`src/rtl/rbfr_pkg.sv`:
```
// Shared types and constants for the reversible blur/fade ramp controller.
// Used by rbfr_scale and reversible_blur_fade_ramp; depends on nothing else.
package rbfr_pkg;

   // Configuration port.
   localparam int CSR_ADDR_BITS = 3;
   localparam int CSR_DATA_BITS = 16;

   localparam logic [CSR_ADDR_BITS-1:0] CSR_FULL_TIME      = 3'd0;
   localparam logic [CSR_ADDR_BITS-1:0] CSR_BLUR_RAMP_TIME = 3'd1;
   localparam logic [CSR_ADDR_BITS-1:0] CSR_FADE_DELAY     = 3'd2;
   localparam logic [CSR_ADDR_BITS-1:0] CSR_BLUR_MAX       = 3'd3;
   localparam logic [CSR_ADDR_BITS-1:0] CSR_FADE_MAX       = 3'd4;

   // Register values after reset.
   localparam int RST_FULL_TIME      = 1000;
   localparam int RST_BLUR_RAMP_TIME = 250;
   localparam int RST_FADE_DELAY     = 250;
   localparam int RST_BLUR_MAX       = 65535;
   localparam int RST_FADE_MAX       = 65535;

   // Item operation codes.
   localparam logic OP_TICK   = 1'b0;
   localparam logic OP_TOGGLE = 1'b1;

   typedef enum logic [1:0] {
      PH_OFF  = 2'd0,
      PH_RISE = 2'd1,
      PH_FALL = 2'd2,
      PH_ON   = 2'd3
   } rbfr_phase_type;

   typedef struct packed {
      logic        operation;
      logic [15:0] delta_time;
   } rbfr_req_type;

   typedef struct packed {
      logic [1:0]  phase;
      logic        busy_res;
      logic [15:0] blur_level;
      logic [15:0] fade_level;
   } rbfr_rsp_type;

   // Sequencer of the top level.
   typedef enum logic [2:0] {
      ST_IDLE,
      ST_UPDATE,
      ST_BLUR,
      ST_BLUR_WAIT,
      ST_FADE,
      ST_FADE_WAIT,
      ST_DONE
   } rbfr_state_type;

   // Sequencer of the shared multiply/divide unit.
   typedef enum logic [1:0] {
      SC_IDLE,
      SC_MUL,
      SC_DIV,
      SC_DONE
   } rbfr_scale_state_type;

endpackage

```
`src/rtl/rbfr_scale.sv`:
```
// Shared scaling unit: quotient = num * maxv / den, truncated, maxv when den is zero.
// One registered multiply, then a restoring divider that retires one quotient bit a cycle.
// Depends on rbfr_pkg.
module rbfr_scale
   import rbfr_pkg::*;
#(
   parameter int TIME_BITS  = 16,
   parameter int LEVEL_BITS = 16
) (
   input  logic                  clock,
   input  logic                  reset,
   input  logic                  start,
   input  logic [TIME_BITS-1:0]  num,
   input  logic [LEVEL_BITS-1:0] maxv,
   input  logic [TIME_BITS-1:0]  den,
   output logic                  done,
   output logic [LEVEL_BITS-1:0] quot
);

   localparam int CNT_BITS = $clog2(LEVEL_BITS);
   localparam logic [CNT_BITS-1:0] LAST_STEP = CNT_BITS'(LEVEL_BITS - 1);

   rbfr_scale_state_type state_ff, state_in;

   logic [TIME_BITS-1:0]            num_ff, den_ff;
   logic [LEVEL_BITS-1:0]           maxv_ff;
   logic [TIME_BITS-1:0]            rem_ff, rem_in;
   logic [LEVEL_BITS-1:0]           quo_ff, quo_in;
   logic [CNT_BITS-1:0]             cnt_ff, cnt_in;
   logic [TIME_BITS+LEVEL_BITS-1:0] product;
   logic [TIME_BITS:0]              trial, diff;
   logic                            fits;
   logic                            den_zero;

   // The quotient fits in LEVEL_BITS because num never exceeds den, so the
   // upper part of the product starts below den and only LEVEL_BITS steps remain.
   assign product  = num_ff * maxv_ff;
   assign trial    = {rem_ff, quo_ff[LEVEL_BITS-1]};
   assign diff     = trial - {1'b0, den_ff};
   assign fits     = trial >= {1'b0, den_ff};
   assign den_zero = (den_ff == '0);

   always_comb begin
      state_in = state_ff;
      unique case (state_ff)
         SC_IDLE: begin
            if (start) begin
               state_in = SC_MUL;
            end
         end
         SC_MUL:  state_in = SC_DIV;
         SC_DIV: begin
            if (cnt_ff == LAST_STEP) begin
               state_in = SC_DONE;
            end
         end
         SC_DONE: state_in = SC_IDLE;
         default: state_in = SC_IDLE;
      endcase
   end

   always_comb begin
      done = (state_ff == SC_DONE);
      quot = den_zero ? maxv_ff : quo_ff;
   end

   always_comb begin
      rem_in = rem_ff;
      quo_in = quo_ff;
      cnt_in = cnt_ff;
      unique case (state_ff)
         SC_MUL: begin
            rem_in = product[TIME_BITS+LEVEL_BITS-1:LEVEL_BITS];
            quo_in = product[LEVEL_BITS-1:0];
            cnt_in = '0;
         end
         SC_DIV: begin
            rem_in = fits ? diff[TIME_BITS-1:0] : trial[TIME_BITS-1:0];
            quo_in = {quo_ff[LEVEL_BITS-2:0], fits};
            cnt_in = cnt_ff + CNT_BITS'(1);
         end
         default: begin
         end
      endcase
   end

   always_ff @(posedge clock) begin
      if (reset) begin
         state_ff <= SC_IDLE;
      end else begin
         state_ff <= state_in;
      end
   end

   always_ff @(posedge clock) begin
      if (state_ff == SC_IDLE && start) begin
         num_ff  <= num;
         maxv_ff <= maxv;
         den_ff  <= den;
      end
      rem_ff <= rem_in;
      quo_ff <= quo_in;
      cnt_ff <= cnt_in;
   end

   a_start_when_idle: assert property (@(posedge clock) disable iff (reset)
      start |-> state_ff == SC_IDLE)
      else $error("scale unit started while busy");

   a_done_single: assert property (@(posedge clock) disable iff (reset)
      done |=> !done)
      else $error("scale done held for more than one cycle");

   a_quot_bounded: assert property (@(posedge clock) disable iff (reset)
      done |-> quot <= maxv_ff)
      else $error("scaled level exceeds its maximum");

endmodule

```
`src/rtl/reversible_blur_fade_ramp.sv`:
```
// Top level of the reversible blur/fade ramp controller: registers, phase state and sequencer.
// Depends on rbfr_pkg and rbfr_scale.
//
//   Channel  Ports                               Direction  Moves
//   req      req_valid, req_stall, req_data      in         one operation item
//   rsp      rsp_valid, rsp_stall, rsp_data      out        one result item per request
//   csr      csr_we, csr_addr, csr_wdata         in         register write, no read-back
//
// A toggle, or a tick that ends a ramp or finds the block complete, goes from the update state straight to done.
// A tick inside a ramp goes on to compute the levels:
// blur and fade are computed one after the other on one shared multiply/divide unit,
// whose divider produces one quotient bit per cycle.
// Reset is synchronous; it restores the register defaults and the complete-off phase.
// A new item is accepted while a result waits on a stalled rsp channel.
module reversible_blur_fade_ramp
   import rbfr_pkg::*;
#(
   parameter int TIME_BITS  = 16,
   parameter int LEVEL_BITS = 16
) (
   input  logic                     clock,
   input  logic                     reset,
   input  logic                     req_valid,
   output logic                     req_stall,
   input  rbfr_req_type             req_data,
   output logic                     rsp_valid,
   input  logic                     rsp_stall,
   output rbfr_rsp_type             rsp_data,
   input  logic                     csr_we,
   input  logic [CSR_ADDR_BITS-1:0] csr_addr,
   input  logic [CSR_DATA_BITS-1:0] csr_wdata
);

   localparam int TW = TIME_BITS + CSR_DATA_BITS;
   localparam int LW = LEVEL_BITS + CSR_DATA_BITS;

   localparam logic [TIME_BITS-1:0]  FULL_RST  = TIME_BITS'(RST_FULL_TIME);
   localparam logic [TIME_BITS-1:0]  BRAMP_RST = TIME_BITS'(RST_BLUR_RAMP_TIME);
   localparam logic [TIME_BITS-1:0]  DELAY_RST = TIME_BITS'(RST_FADE_DELAY);
   localparam logic [LEVEL_BITS-1:0] BMAX_RST  = LEVEL_BITS'(RST_BLUR_MAX);
   localparam logic [LEVEL_BITS-1:0] FMAX_RST  = LEVEL_BITS'(RST_FADE_MAX);

   // Configuration registers.
   logic [TIME_BITS-1:0]  full_ff, bramp_ff, delay_ff;
   logic [LEVEL_BITS-1:0] bmax_ff, fmax_ff;
   logic [TW-1:0]         wdata_twide;
   logic [LW-1:0]         wdata_lwide;
   logic [TIME_BITS-1:0]  wdata_time;
   logic [LEVEL_BITS-1:0] wdata_level;

   // Controller state and the item being worked on.
   rbfr_state_type        state_ff, state_in;
   rbfr_phase_type        phase_ff, phase_in;
   logic [TIME_BITS-1:0]  elapsed_ff, elapsed_in;
   logic [LEVEL_BITS-1:0] blur_ff, blur_in, fade_ff, fade_in;
   logic                  op_ff;
   logic [TIME_BITS-1:0]  delta_ff;
   logic [TW-1:0]         delta_wide;

   // Result register.
   logic                  rsp_valid_ff;
   rbfr_rsp_type          rsp_ff, rsp_in;
   logic [LW-1:0]         blur_out_wide, fade_out_wide;

   // Sequencer outputs.
   logic                  accept;
   logic                  scl_start;
   logic                  load_rsp;

   // Update and ramp arithmetic.
   logic                  in_ramp;
   logic                  rising;
   logic [TIME_BITS:0]    sum;
   logic                  reach_full;
   logic                  tick_continues;
   logic [TIME_BITS-1:0]  rest;
   logic [TIME_BITS-1:0]  blur_num;
   logic                  blur_need;
   logic [TIME_BITS:0]    t_plus_d;
   logic                  fade_need;
   logic [TIME_BITS-1:0]  fade_num, fade_den;
   logic [TIME_BITS-1:0]  scl_num, scl_den;
   logic [LEVEL_BITS-1:0] scl_maxv;
   logic                  scl_done;
   logic [LEVEL_BITS-1:0] scl_quot;

   assign wdata_twide = TW'(csr_wdata);
   assign wdata_lwide = LW'(csr_wdata);
   assign wdata_time  = wdata_twide[TIME_BITS-1:0];
   assign wdata_level = wdata_lwide[LEVEL_BITS-1:0];

   always_ff @(posedge clock) begin
      if (reset) begin
         full_ff  <= FULL_RST;
         bramp_ff <= BRAMP_RST;
         delay_ff <= DELAY_RST;
         bmax_ff  <= BMAX_RST;
         fmax_ff  <= FMAX_RST;
      end else if (csr_we) begin
         unique case (csr_addr)
            CSR_FULL_TIME:      full_ff  <= wdata_time;
            CSR_BLUR_RAMP_TIME: bramp_ff <= wdata_time;
            CSR_FADE_DELAY:     delay_ff <= wdata_time;
            CSR_BLUR_MAX:       bmax_ff  <= wdata_level;
            CSR_FADE_MAX:       fmax_ff  <= wdata_level;
            default: begin
            end
         endcase
      end
   end

   // Tick arithmetic on the state as it was before the item.
   assign in_ramp        = (phase_ff == PH_RISE) || (phase_ff == PH_FALL);
   assign sum            = {1'b0, elapsed_ff} + {1'b0, delta_ff};
   assign reach_full     = sum >= {1'b0, full_ff};
   assign tick_continues = (op_ff == OP_TICK) && in_ramp && !reach_full;

   // Level operands on the updated timer, which is below full time here.
   assign rising    = (phase_ff == PH_RISE);
   assign rest      = full_ff - elapsed_ff;
   assign blur_num  = rising ? elapsed_ff : rest;
   assign blur_need = blur_num < bramp_ff;
   assign t_plus_d  = {1'b0, elapsed_ff} + {1'b0, delay_ff};
   assign fade_den  = full_ff - delay_ff;
   assign fade_num  = rising ? (elapsed_ff - delay_ff) : (fade_den - elapsed_ff);
   assign fade_need = rising ? (elapsed_ff > delay_ff) : (t_plus_d < {1'b0, full_ff});

   always_comb begin
      if (state_ff == ST_FADE) begin
         scl_num  = fade_num;
         scl_den  = fade_den;
         scl_maxv = fmax_ff;
      end else begin
         scl_num  = blur_num;
         scl_den  = bramp_ff;
         scl_maxv = bmax_ff;
      end
   end

   rbfr_scale #(
      .TIME_BITS  (TIME_BITS),
      .LEVEL_BITS (LEVEL_BITS)
   ) u_scale (
      .clock (clock),
      .reset (reset),
      .start (scl_start),
      .num   (scl_num),
      .maxv  (scl_maxv),
      .den   (scl_den),
      .done  (scl_done),
      .quot  (scl_quot)
   );

   // Next state.
   always_comb begin
      state_in = state_ff;
      unique case (state_ff)
         ST_IDLE: begin
            if (req_valid) begin
               state_in = ST_UPDATE;
            end
         end
         ST_UPDATE: begin
            state_in = tick_continues ? ST_BLUR : ST_DONE;
         end
         ST_BLUR: begin
            state_in = blur_need ? ST_BLUR_WAIT : ST_FADE;
         end
         ST_BLUR_WAIT: begin
            if (scl_done) begin
               state_in = ST_FADE;
            end
         end
         ST_FADE: begin
            state_in = fade_need ? ST_FADE_WAIT : ST_DONE;
         end
         ST_FADE_WAIT: begin
            if (scl_done) begin
               state_in = ST_DONE;
            end
         end
         ST_DONE: begin
            if (!rsp_valid_ff || !rsp_stall) begin
               state_in = ST_IDLE;
            end
         end
         default: state_in = ST_IDLE;
      endcase
   end

   // Sequencer outputs.
   always_comb begin
      req_stall = (state_ff != ST_IDLE);
      scl_start = ((state_ff == ST_BLUR) && blur_need) || ((state_ff == ST_FADE) && fade_need);
      load_rsp  = (state_ff == ST_DONE) && (!rsp_valid_ff || !rsp_stall);
   end

   assign accept     = req_valid && !req_stall;
   assign delta_wide = TW'(req_data.delta_time);

   // Phase, timer and level updates.
   always_comb begin
      phase_in   = phase_ff;
      elapsed_in = elapsed_ff;
      blur_in    = blur_ff;
      fade_in    = fade_ff;
      unique case (state_ff)
         ST_UPDATE: begin
            if (op_ff == OP_TOGGLE) begin
               if (in_ramp) begin
                  // Reversal: the time left in the old direction becomes the time done.
                  phase_in   = rising ? PH_FALL : PH_RISE;
                  elapsed_in = (elapsed_ff <= full_ff) ? (full_ff - elapsed_ff) : '0;
               end else begin
                  phase_in   = (phase_ff == PH_ON) ? PH_FALL : PH_RISE;
                  elapsed_in = '0;
               end
            end else if (in_ramp) begin
               if (reach_full) begin
                  phase_in   = rising ? PH_ON : PH_OFF;
                  blur_in    = rising ? bmax_ff : '0;
                  fade_in    = rising ? fmax_ff : '0;
                  elapsed_in = '0;
               end else begin
                  elapsed_in = sum[TIME_BITS-1:0];
               end
            end
         end
         ST_BLUR: begin
            if (!blur_need) begin
               blur_in = bmax_ff;
            end
         end
         ST_BLUR_WAIT: begin
            if (scl_done) begin
               blur_in = scl_quot;
            end
         end
         ST_FADE: begin
            if (!fade_need) begin
               fade_in = '0;
            end
         end
         ST_FADE_WAIT: begin
            if (scl_done) begin
               fade_in = scl_quot;
            end
         end
         default: begin
         end
      endcase
   end

   assign blur_out_wide = LW'(blur_ff);
   assign fade_out_wide = LW'(fade_ff);

   always_comb begin
      rsp_in.phase      = phase_ff;
      rsp_in.busy_res   = in_ramp;
      rsp_in.blur_level = blur_out_wide[CSR_DATA_BITS-1:0];
      rsp_in.fade_level = fade_out_wide[CSR_DATA_BITS-1:0];
   end

   always_ff @(posedge clock) begin
      if (reset) begin
         state_ff     <= ST_IDLE;
         phase_ff     <= PH_OFF;
         elapsed_ff   <= '0;
         blur_ff      <= '0;
         fade_ff      <= '0;
         rsp_valid_ff <= 1'b0;
      end else begin
         state_ff   <= state_in;
         phase_ff   <= phase_in;
         elapsed_ff <= elapsed_in;
         blur_ff    <= blur_in;
         fade_ff    <= fade_in;
         if (load_rsp) begin
            rsp_valid_ff <= 1'b1;
         end else if (!rsp_stall) begin
            rsp_valid_ff <= 1'b0;
         end
      end
   end

   always_ff @(posedge clock) begin
      if (accept) begin
         op_ff    <= req_data.operation;
         delta_ff <= delta_wide[TIME_BITS-1:0];
      end
      if (load_rsp) begin
         rsp_ff <= rsp_in;
      end
   end

   assign rsp_valid = rsp_valid_ff;
   assign rsp_data  = rsp_ff;

   a_accept_starts_update: assert property (@(posedge clock) disable iff (reset)
      accept |=> state_ff == ST_UPDATE)
      else $error("accepted item did not start an update");

   a_done_in_wait: assert property (@(posedge clock) disable iff (reset)
      scl_done |-> (state_ff == ST_BLUR_WAIT || state_ff == ST_FADE_WAIT))
      else $error("scale result arrived outside a wait state");

   a_busy_matches_phase: assert property (@(posedge clock) disable iff (reset)
      rsp_valid_ff |-> rsp_ff.busy_res ==
         (rsp_ff.phase == PH_RISE || rsp_ff.phase == PH_FALL))
      else $error("busy flag disagrees with the reported phase");

   a_levels_bounded: assert property (@(posedge clock) disable iff (reset)
      (state_ff == ST_DONE && $past(state_ff) == ST_FADE_WAIT)
         |-> (blur_ff <= bmax_ff && fade_ff <= fmax_ff))
      else $error("ramp level above its maximum");

   a_ramp_timer_below_full: assert property (@(posedge clock) disable iff (reset)
      state_ff == ST_BLUR |-> elapsed_ff < full_ff)
      else $error("level computation started with the timer at full time");

endmodule
```
`config.mk`:
```
export PLATFORM = sky130hd
export DESIGN_NAME = reversible_blur_fade_ramp
export DESIGN_NICKNAME = d
export VERILOG_FILES = /design/src/rtl/rbfr_pkg.sv /design/src/rtl/rbfr_scale.sv /design/src/rtl/reversible_blur_fade_ramp.sv
export SDC_FILE = /design/constraint.sdc
export NUM_CORES = 1
export LEC_CHECK = 0
export BUFFER_PORTS_ARGS = -buffer_cell sky130_fd_sc_hd__buf_2
export CAP_MARGIN = 15
export CORE_MARGIN = 2
export CORE_UTILIZATION = 51
export CTS_BUF_LIST = sky130_fd_sc_hd__clkbuf_4 sky130_fd_sc_hd__clkbuf_8
export DETAILED_ROUTE_END_ITERATION = 6
export PLACE_DENSITY = 0.67
export SKIP_CTS_REPAIR_TIMING = 1
export SYNTH_ARGS = -nofsm -noshare
export SYNTH_HDL_FRONTEND = slang
export SYNTH_HIERARCHICAL = 1
export SYNTH_SLANG_ARGS = --single-unit
```
`constraint.sdc`:
```
create_clock -name clock -period 7.4 [get_ports clock]
set_input_delay 1.48 -clock clock [delete_from_list [all_inputs] [get_ports clock]]
set_output_delay 1.48 -clock clock [all_outputs]
set_load 0.1 [all_outputs]
```
==> flow_summary.json, run 1 <==
{
  "die_h_um": 233,
  "die_x_um": 233,
  "synth_area_leaders": "edfxtp_1 15%, fa_1 15%, ha_1 12%",
  "synth.distinct_cells": 95,
  "num_antenna_cells": 0,
  "ios": 78,
  "worst_hold_path.num_cells": 0,
  "clk_pin_slew_ps": 70,
  "dr.pass1.iters": 5,
  "synth_top_area_share": 0.153,
  "synthesis.nets": 3507,
  "grt.total_usage": 0.284,
  "r2r-start": "u_scale/maxv_ff[6]",
  "synth-seq-cells": 272,
  "totalWireLength_um": 76500,
  "clock_skew_ps": 37.8,
  "max_slew_margin": 0.220,
  "numCtsBuffers": 48,
  "numPortBuffers": 77,
  "min_to": "rsp_data[19]",
  "setup_viol": 0,
  "fin_crit_ps": 6840,
  "drive_gt1_frac": 0.0952,
  "gp_congestion": 0.945,
  "synth_flop_cell": "edfxtp_1",
  "grt_pass1_vias": 21500,
  "grt_start_max_net_pins": 99,
  "drc": 0,
  "met3WireLength_um": 5100,
  "wl_met1_um": 33000,
  "path_max_fanout": 17,
  "num_vias": 21700,
  "hp-start": "blur_ff[3]",
  "tightest_slew_ps": 1160,
  "largest_register_ffs": 35,
  "tns_ps": 0,
  "final_nets": 3513,
  "hold_viol": 0,
  "crit_path_end_kind": "flop",
  "reg2regPathDepth": 19,
  "ant_nets": 0,
  "finalMaxSlewViolations": 0,
  "rows": 83,
  "cts_sinks": 272,
  "cts_tree": "done",
  "post-dp-hpwl_um": 59800,
  "top_layer_used": "met4",
  "area_delta_synth_final_pct": 7.23,
  "path_class": "reg -> reg",
  "syn-cell-area_um2": 26700,
  "grt_pass1_wl_um": 120000,
  "post_drt_via_cell_ratio": 5.83,
  "fin_crit_sh": 0.924,
  "met2_length_um": 36000,
  "wire_per_inst_um": 20.5,
  "core-area_um2": 51500,
  "syn_area_per_cell_um2": 8.90,
  "cts_buffer_depth": 3,
  "yosysWarningCount": 6,
  "crit_arrival_ps": 7220,
  "r2r_slack_ps": 560,
  "start_kind": "flop",
  "async_reset_ff_frac": 0,
  "place_area_um2": 27500,
  "required_ps": 7780,
  "clkLatencyLatePin_ps": 650,
  "antenna_found_initial": 1,
  "outcome": "complete, no violations",
  "clockRootBuffer": "clkbuf_8",
  "synth-edff-count": 136,
  "fin_area_um2": 28600,
  "yosys.area.top_type": "edfxtp_1",
  "r2r_end": "u_scale/rem_ff[14]",
  "htreeDepth": 2,
  "drtIter0Drc": 1668,
  "yosysSeqAreaShare": 0.255,
  "grt_setup_unrepaired": "false",
  "die-area_um2": 54200,
  "drv_cap": 0,
  "start_util": 0.518,
  "hold_path_class": "reg -> reg",
  "grt.overflow.total": 0,
  "netlist_instances": 2999,
  "max_freq_mhz": 146
}
==> cell usage in the layout (no fill, tap or decap), types with 33 or more instances in the layout <==
cell type  count
a21o_1        40
a311oi_1      33
xnor2_1       63
nand2_1      445
xor2_1        42
dfxtp_1      136
nand3b_1      42
and2_1       137
nand3_1       33
o21ai_0       85
inv_1        365
mux2_2        35
nor2_1       149
ha_1         265
edfxtp_1     136
a21oi_1      157
a31oi_1       37
clkbuf_8      53
buf_2         76
fa_1         201
nand4_1       36
nor3_1        33
==> logic make-up after synthesis <==
| family | Yosys count | synth area share |
|---|---|---|
| and+or+nand+nor | 1003 | 0.183 |
| AOI/OAI and AO/OA | 582 | 0.154 |
| buffers and inverters | 510 | 0.0742 |
| adders and majority gates | 467 | 0.275 |
| DFF | 272 | 0.255 |
| xor gates and xnor gates | 105 | 0.0344 |
| muxes | 60 | 0.0241 |
==> cell usage after synthesis, drive strengths merged (37+ instances only) <==
| library cell | count |
|---|---|
| nand2 | 446 |
| xnor2 | 63 |
| and2 | 139 |
| xor2 | 42 |
| fa | 201 |
| o21ai | 91 |
| clkbuf | 121 |
| a31oi | 37 |
| inv | 367 |
| ha | 266 |
| a21oi | 161 |
| a21o | 40 |
| nand3b | 42 |
| nor2 | 151 |
| edfxtp | 136 |
| dfxtp | 136 |
==> routing by layer <==
metal,GRT usage,vias up
met5,0,-
li1,-,10300
met4,0.0926,0
met2,0.467,741
met1,0.385,10600
met3,0.0428,118
==> metrics by stage <==
step	hold slack [ps]	utilization	std cells	setup slack (ps)
3_5_place_dp	422	0.534	3634	581
3_3_place_gp	421	0.534	3634	823
5_1_grt	450	0.556	3725	308
4_1_cts	438	0.556	3724	551
6_report	439	0.556	3725	561
2_1_floorplan	408	-	2999	1320
==> area by class of cell <==
type                       count  area, µm²
fill                        4733      22900
multi-input combinational   2217      17900
sequential                   272       6810
inverter                     367       1380
tap                          680        851
clock buffer                  66        827
timing repair buffer          99        561
clock inverter                24        277
==> worst max-delay path, stage by stage (launching register included) <==
cell and delay, ps:
edfxtp_1 650, and2_1 270, fa_1 540, inv_1 60
fa_1 530, inv_1 40, ha_1 210, fa_1 510
fa_1 490, inv_1 60, fa_1 540, inv_1 40
ha_1 340, a2111oi_0 800, a21oi_1 340, a31oi_1 270
a31oi_1 230, a31oi_1 300, mux2i_1 260, o31ai_2 90
==> worst max path at each step <==
stage	from	to
after floorplan	u_scale/maxv_ff[9]	u_scale/rem_ff[15]
after global placement	u_scale/maxv_ff[6]	u_scale/rem_ff[10]
after detailed placement	u_scale/maxv_ff[6]	u_scale/rem_ff[10]
after CTS	u_scale/maxv_ff[6]	u_scale/rem_ff[14]
after global routing	u_scale/maxv_ff[6]	u_scale/rem_ff[10]
final	u_scale/maxv_ff[6]	u_scale/rem_ff[14]
Power of run 1 is left out: the tool's default activity adds up to more than one toggle a clock period on the data nets, which glitch-free logic cannot reach.
==> run 2: changes to the inputs <==
- CORE_UTILIZATION: 51 -> 32
- PLACE_DENSITY: 0.67 -> default
- SLEW_MARGIN: default -> 20
==> run 2 against run 1 <==
- core utilization decreased by 20 points
- first-iteration DRC count fell by 6.9%
- maximum frequency grew 3.8%
- clock skew rose by 20 ps
- routed wire length grew 1.2%
- global-route usage down 11 points
- register-to-register slack better by 250 ps
- non-clock buffer count up 4
- critical path depth is the same
- clock-buffer cell count shrank 3
- sequential cell count did not move
==> flow_summary.json, run 2 (synthesized netlist as in run 1, its figures left out) <==
{
  "outcome": "complete, no violations",
  "required_ps": 7750,
  "drtIter0Drc": 1553,
  "post-dp-hpwl_um": 59800,
  "final_nets": 3519,
  "crit_path_end_kind": "flop",
  "final_cell_mix": "445 x nand2_1, 365 x inv_1, 265 x ha_1",
  "grt_setup_unrepaired": "false",
  "htreeDepth": 2,
  "totalWireLength_um": 77400,
  "grt_start_max_net_pins": 85,
  "core-area_um2": 82400,
  "tns_ps": 0,
  "hold_path_class": "reg -> reg",
  "die_x_um": 293,
  "hold_viol": 0,
  "die-area_um2": 85800,
  "finalMaxSlewViolations": 0,
  "max_freq_mhz": 152,
  "fin_crit_ps": 6590,
  "clkLatencyLatePin_ps": 670,
  "grt.overflow.total": 0,
  "numPortBuffers": 77,
  "drive_gt1_frac": 0.0986,
  "final_common_cell": "nand2_1",
  "fin_crit_sh": 0.890,
  "clockRootBuffer": "clkbuf_8",
  "die_h_um": 293,
  "tightest_slew_ps": 1110,
  "cts_buffer_depth": 3,
  "post_drt_via_cell_ratio": 5.24,
  "crit_arrival_ps": 6930,
  "antenna_found_initial": 0,
  "wire_per_inst_um": 18.8,
  "drv_cap": 0,
  "area_delta_synth_final_pct": 9.65,
  "num_antenna_cells": 0,
  "clock_skew_ps": 58.0,
  "setup_viol": 0,
  "dr.pass1.iters": 5,
  "max_slew_margin": 0.259,
  "rows": 105,
  "path_class": "reg -> reg",
  "largest_register_ffs": 35,
  "start_util": 0.324,
  "grt_pass1_vias": 21300,
  "clk_pin_slew_ps": 60,
  "path_max_fanout": 17,
  "ios": 78,
  "drc": 0,
  "cts_sinks": 272,
  "gp_congestion": 0.890,
  "grt.total_usage": 0.179,
  "cts_tree": "done",
  "num_vias": 21600,
  "grt_pass1_wl_um": 120000,
  "nFillCells": 8371,
  "numCtsBuffers": 50,
  "start_kind": "flop",
  "ant_nets": 0
}
-- run 2: final timing paths --
kind | start | to | slack, ps | depth (start not counted)
setup / recovery | u_scale/maxv_ff[6] | u_scale/rem_ff[10] | 810 | 19
hold / removal | blur_ff[5] | rsp_data[21] | 430 | 0
setup reg to reg | u_scale/maxv_ff[6] | u_scale/rem_ff[10] | 810 | 19
hold reg to reg | blur_ff[5] | rsp_data[21] | 430 | 0
-- run 2: cell type report --
cell class                 count  area, µm²  share of cell area
clock buffer                  63        830              0.0283
clock inverter                31        358              0.0122
inverter                     367       1380              0.0470
multi-input combinational   2217      17900               0.613
sequential                   272       6810               0.233
tap                         1070       1340              0.0457
timing repair buffer         103        619              0.0212
-- run 2: worst max-delay path, stage by stage (launching register included) --
cell and delay [ps]:
edfxtp_1 640, and2_1 270, fa_1 540, inv_1 60, fa_1 530, inv_1 40
ha_1 200, fa_1 490, fa_1 490, inv_1 50, fa_1 540, inv_1 60
ha_1 350, a2111oi_0 660, a21oi_1 320, a31oi_1 290, a31oi_1 190, a221oi_1 320
xnor2_1 150, mux2i_1 80
-- run 2: metrics by stage --
step	cells	hold slack, ps	setup slack, ps	utilization	instance area, µm²
floorplan	2999	408	1320	-	26700
global placement	4028	422	880	0.341	28100
detailed placement	4028	420	792	0.341	28100
CTS	4122	435	749	0.355	29200
global route	4123	436	303	0.355	29300
finish	4123	431	813	0.355	29300
-- run 2: routing by layer --
layer / global-route usage / routed length (µm) / part of all wire / vias to the layer above
li1: - / - / - / 10300
met4: 0.0663 / 2950 / 0.038 / 0
met2: 0.292 / 35700 / 0.46 / 607
met5: 0 / 0 / 0 / -
met1: 0.239 / 33900 / 0.44 / 10600
met3: 0.0282 / 4810 / 0.062 / 115
Power of run 2 is left out for the same reason.
==> run 3: changes to the inputs <==
- CELL_PAD_IN_SITES_DETAIL_PLACEMENT: default -> 1
- CELL_PAD_IN_SITES_GLOBAL_PLACEMENT: default -> 1
- PLACE_DENSITY_LB_ADDON: default -> 0.1
==> run 3 against run 2 <==
- critical path depth stayed put
- non-clock buffer count is 4 higher
- largest cell class unchanged
- via count increased by 0.85%
- worst setup slack got worse by 270 ps
- register-to-register slack got worse by 270 ps
- final area increased by 0.13%
- clock skew is 16 ps lower
- sequential share of layout area about the same
==> flow_summary.json, run 3 (synthesized netlist as in run 1, its figures left out) <==
{
  "start_kind": "flop",
  "crit_arrival_ps": 7230,
  "tns_ps": 0,
  "die_h_um": 293,
  "core-area_um2": 82400,
  "numPortBuffers": 77,
  "gp_congestion": 0.853,
  "crit_path_end_kind": "flop",
  "fin_crit_ps": 6850,
  "required_ps": 7770,
  "die-area_um2": 85800,
  "dp_cells": 4032,
  "htreeDepth": 2,
  "wire_per_inst_um": 22.4,
  "drc": 0,
  "post-dp-hpwl_um": 73700,
  "num_vias": 21800,
  "path_class": "reg -> reg",
  "hold_path_class": "reg -> reg",
  "clock_skew_ps": 42.3,
  "cts_tree": "done",
  "largest_register_ffs": 35,
  "die_x_um": 293,
  "antenna_found_initial": 4,
  "drive_gt1_frac": 0.102,
  "grt_start_max_net_pins": 72,
  "cts_buffer_depth": 3,
  "setup_viol": 0,
  "numCtsBuffers": 55,
  "clkLatencyLatePin_ps": 670,
  "hold_viol": 0,
  "grt_setup_unrepaired": "false",
  "clk_pin_slew_ps": 60,
  "max_freq_mhz": 146,
  "cts_sinks": 272,
  "max_slew_margin": 0.261,
  "grt.overflow.total": 0,
  "clockRootBuffer": "clkbuf_8",
  "tightest_slew_ps": 1110,
  "totalWireLength_um": 92800,
  "final_nets": 3528,
  "grt_pass1_wl_um": 142000,
  "post_drt_via_cell_ratio": 5.27,
  "area_delta_synth_final_pct": 9.80,
  "drtIter0Drc": 1086,
  "dr.pass1.iters": 5,
  "outcome": "complete, no violations",
  "path_max_fanout": 16,
  "start_util": 0.324,
  "ios": 78,
  "fin_crit_sh": 0.926,
  "final_common_cell": "nand2_1",
  "rows": 105,
  "ant_nets": 0,
  "grt.total_usage": 0.217,
  "drv_cap": 0,
  "grt_pass1_vias": 23400,
  "final_cells": 4138,
  "finalMaxSlewViolations": 0,
  "final_cell_mix": "445 x nand2_1, 364 x inv_1, 265 x ha_1"
}
## run 3: final cells by class
class | instances | area, µm²
Tap cell | 1070 | 1340
Clock buffer | 81 | 996
Clock inverter | 21 | 211
Multi-Input combinational cell | 2217 | 17900
Sequential cell | 272 | 6810
Fill cell | 9533 | 53100
Inverter | 367 | 1380
Timing Repair Buffer | 107 | 633
Antenna cell | 3 | 7.51
## run 3: critical path: stages, from the launching register on
cell and delay (ps):
edfxtp_1 650, and2_1 300, fa_1 540, inv_1 60, fa_1 530, inv_1 50
ha_1 290, ha_1 320, fa_1 550, inv_1 60, fa_1 540, inv_1 40
ha_1 340, a2111oi_0 860, a21oi_1 340, a31oi_1 270, a31oi_1 210, a31oi_1 280
mux2i_1 250, o31ai_2 90
## run 3: worst paths after layout
kind	end	slack (ps)	startpoint	depth (start not counted)
hold / removal	rsp_data[26]	430	blur_ff[10]	0
setup reg to reg	u_scale/rem_ff[14]	550	u_scale/num_ff[3]	19
setup / recovery	u_scale/rem_ff[14]	550	u_scale/num_ff[3]	19
hold reg to reg	rsp_data[26]	430	blur_ff[10]	0
## run 3: metal layers
metal,wire length (µm),up-vias,track usage
li1,-,10300,-
met1,42500,11000,0.288
met2,42700,389,0.356
met3,3990,128,0.0315
met4,3520,2,0.0807
met5,10,-,0
## run 3: metrics by stage
step | instance area [µm²] | util | hold slack, ps | setup WS (ps)
6_report | 29300 | 0.356 | 431 | 546
5_1_grt | 29300 | 0.356 | 449 | 88.8
4_1_cts | 29300 | 0.355 | 432 | 396
3_5_place_dp | 28100 | 0.341 | 417 | 457
3_3_place_gp | 28100 | 0.341 | 425 | 581
2_1_floorplan | 26700 | - | 408 | 1320
Power of run 3 is left out for the same reason.
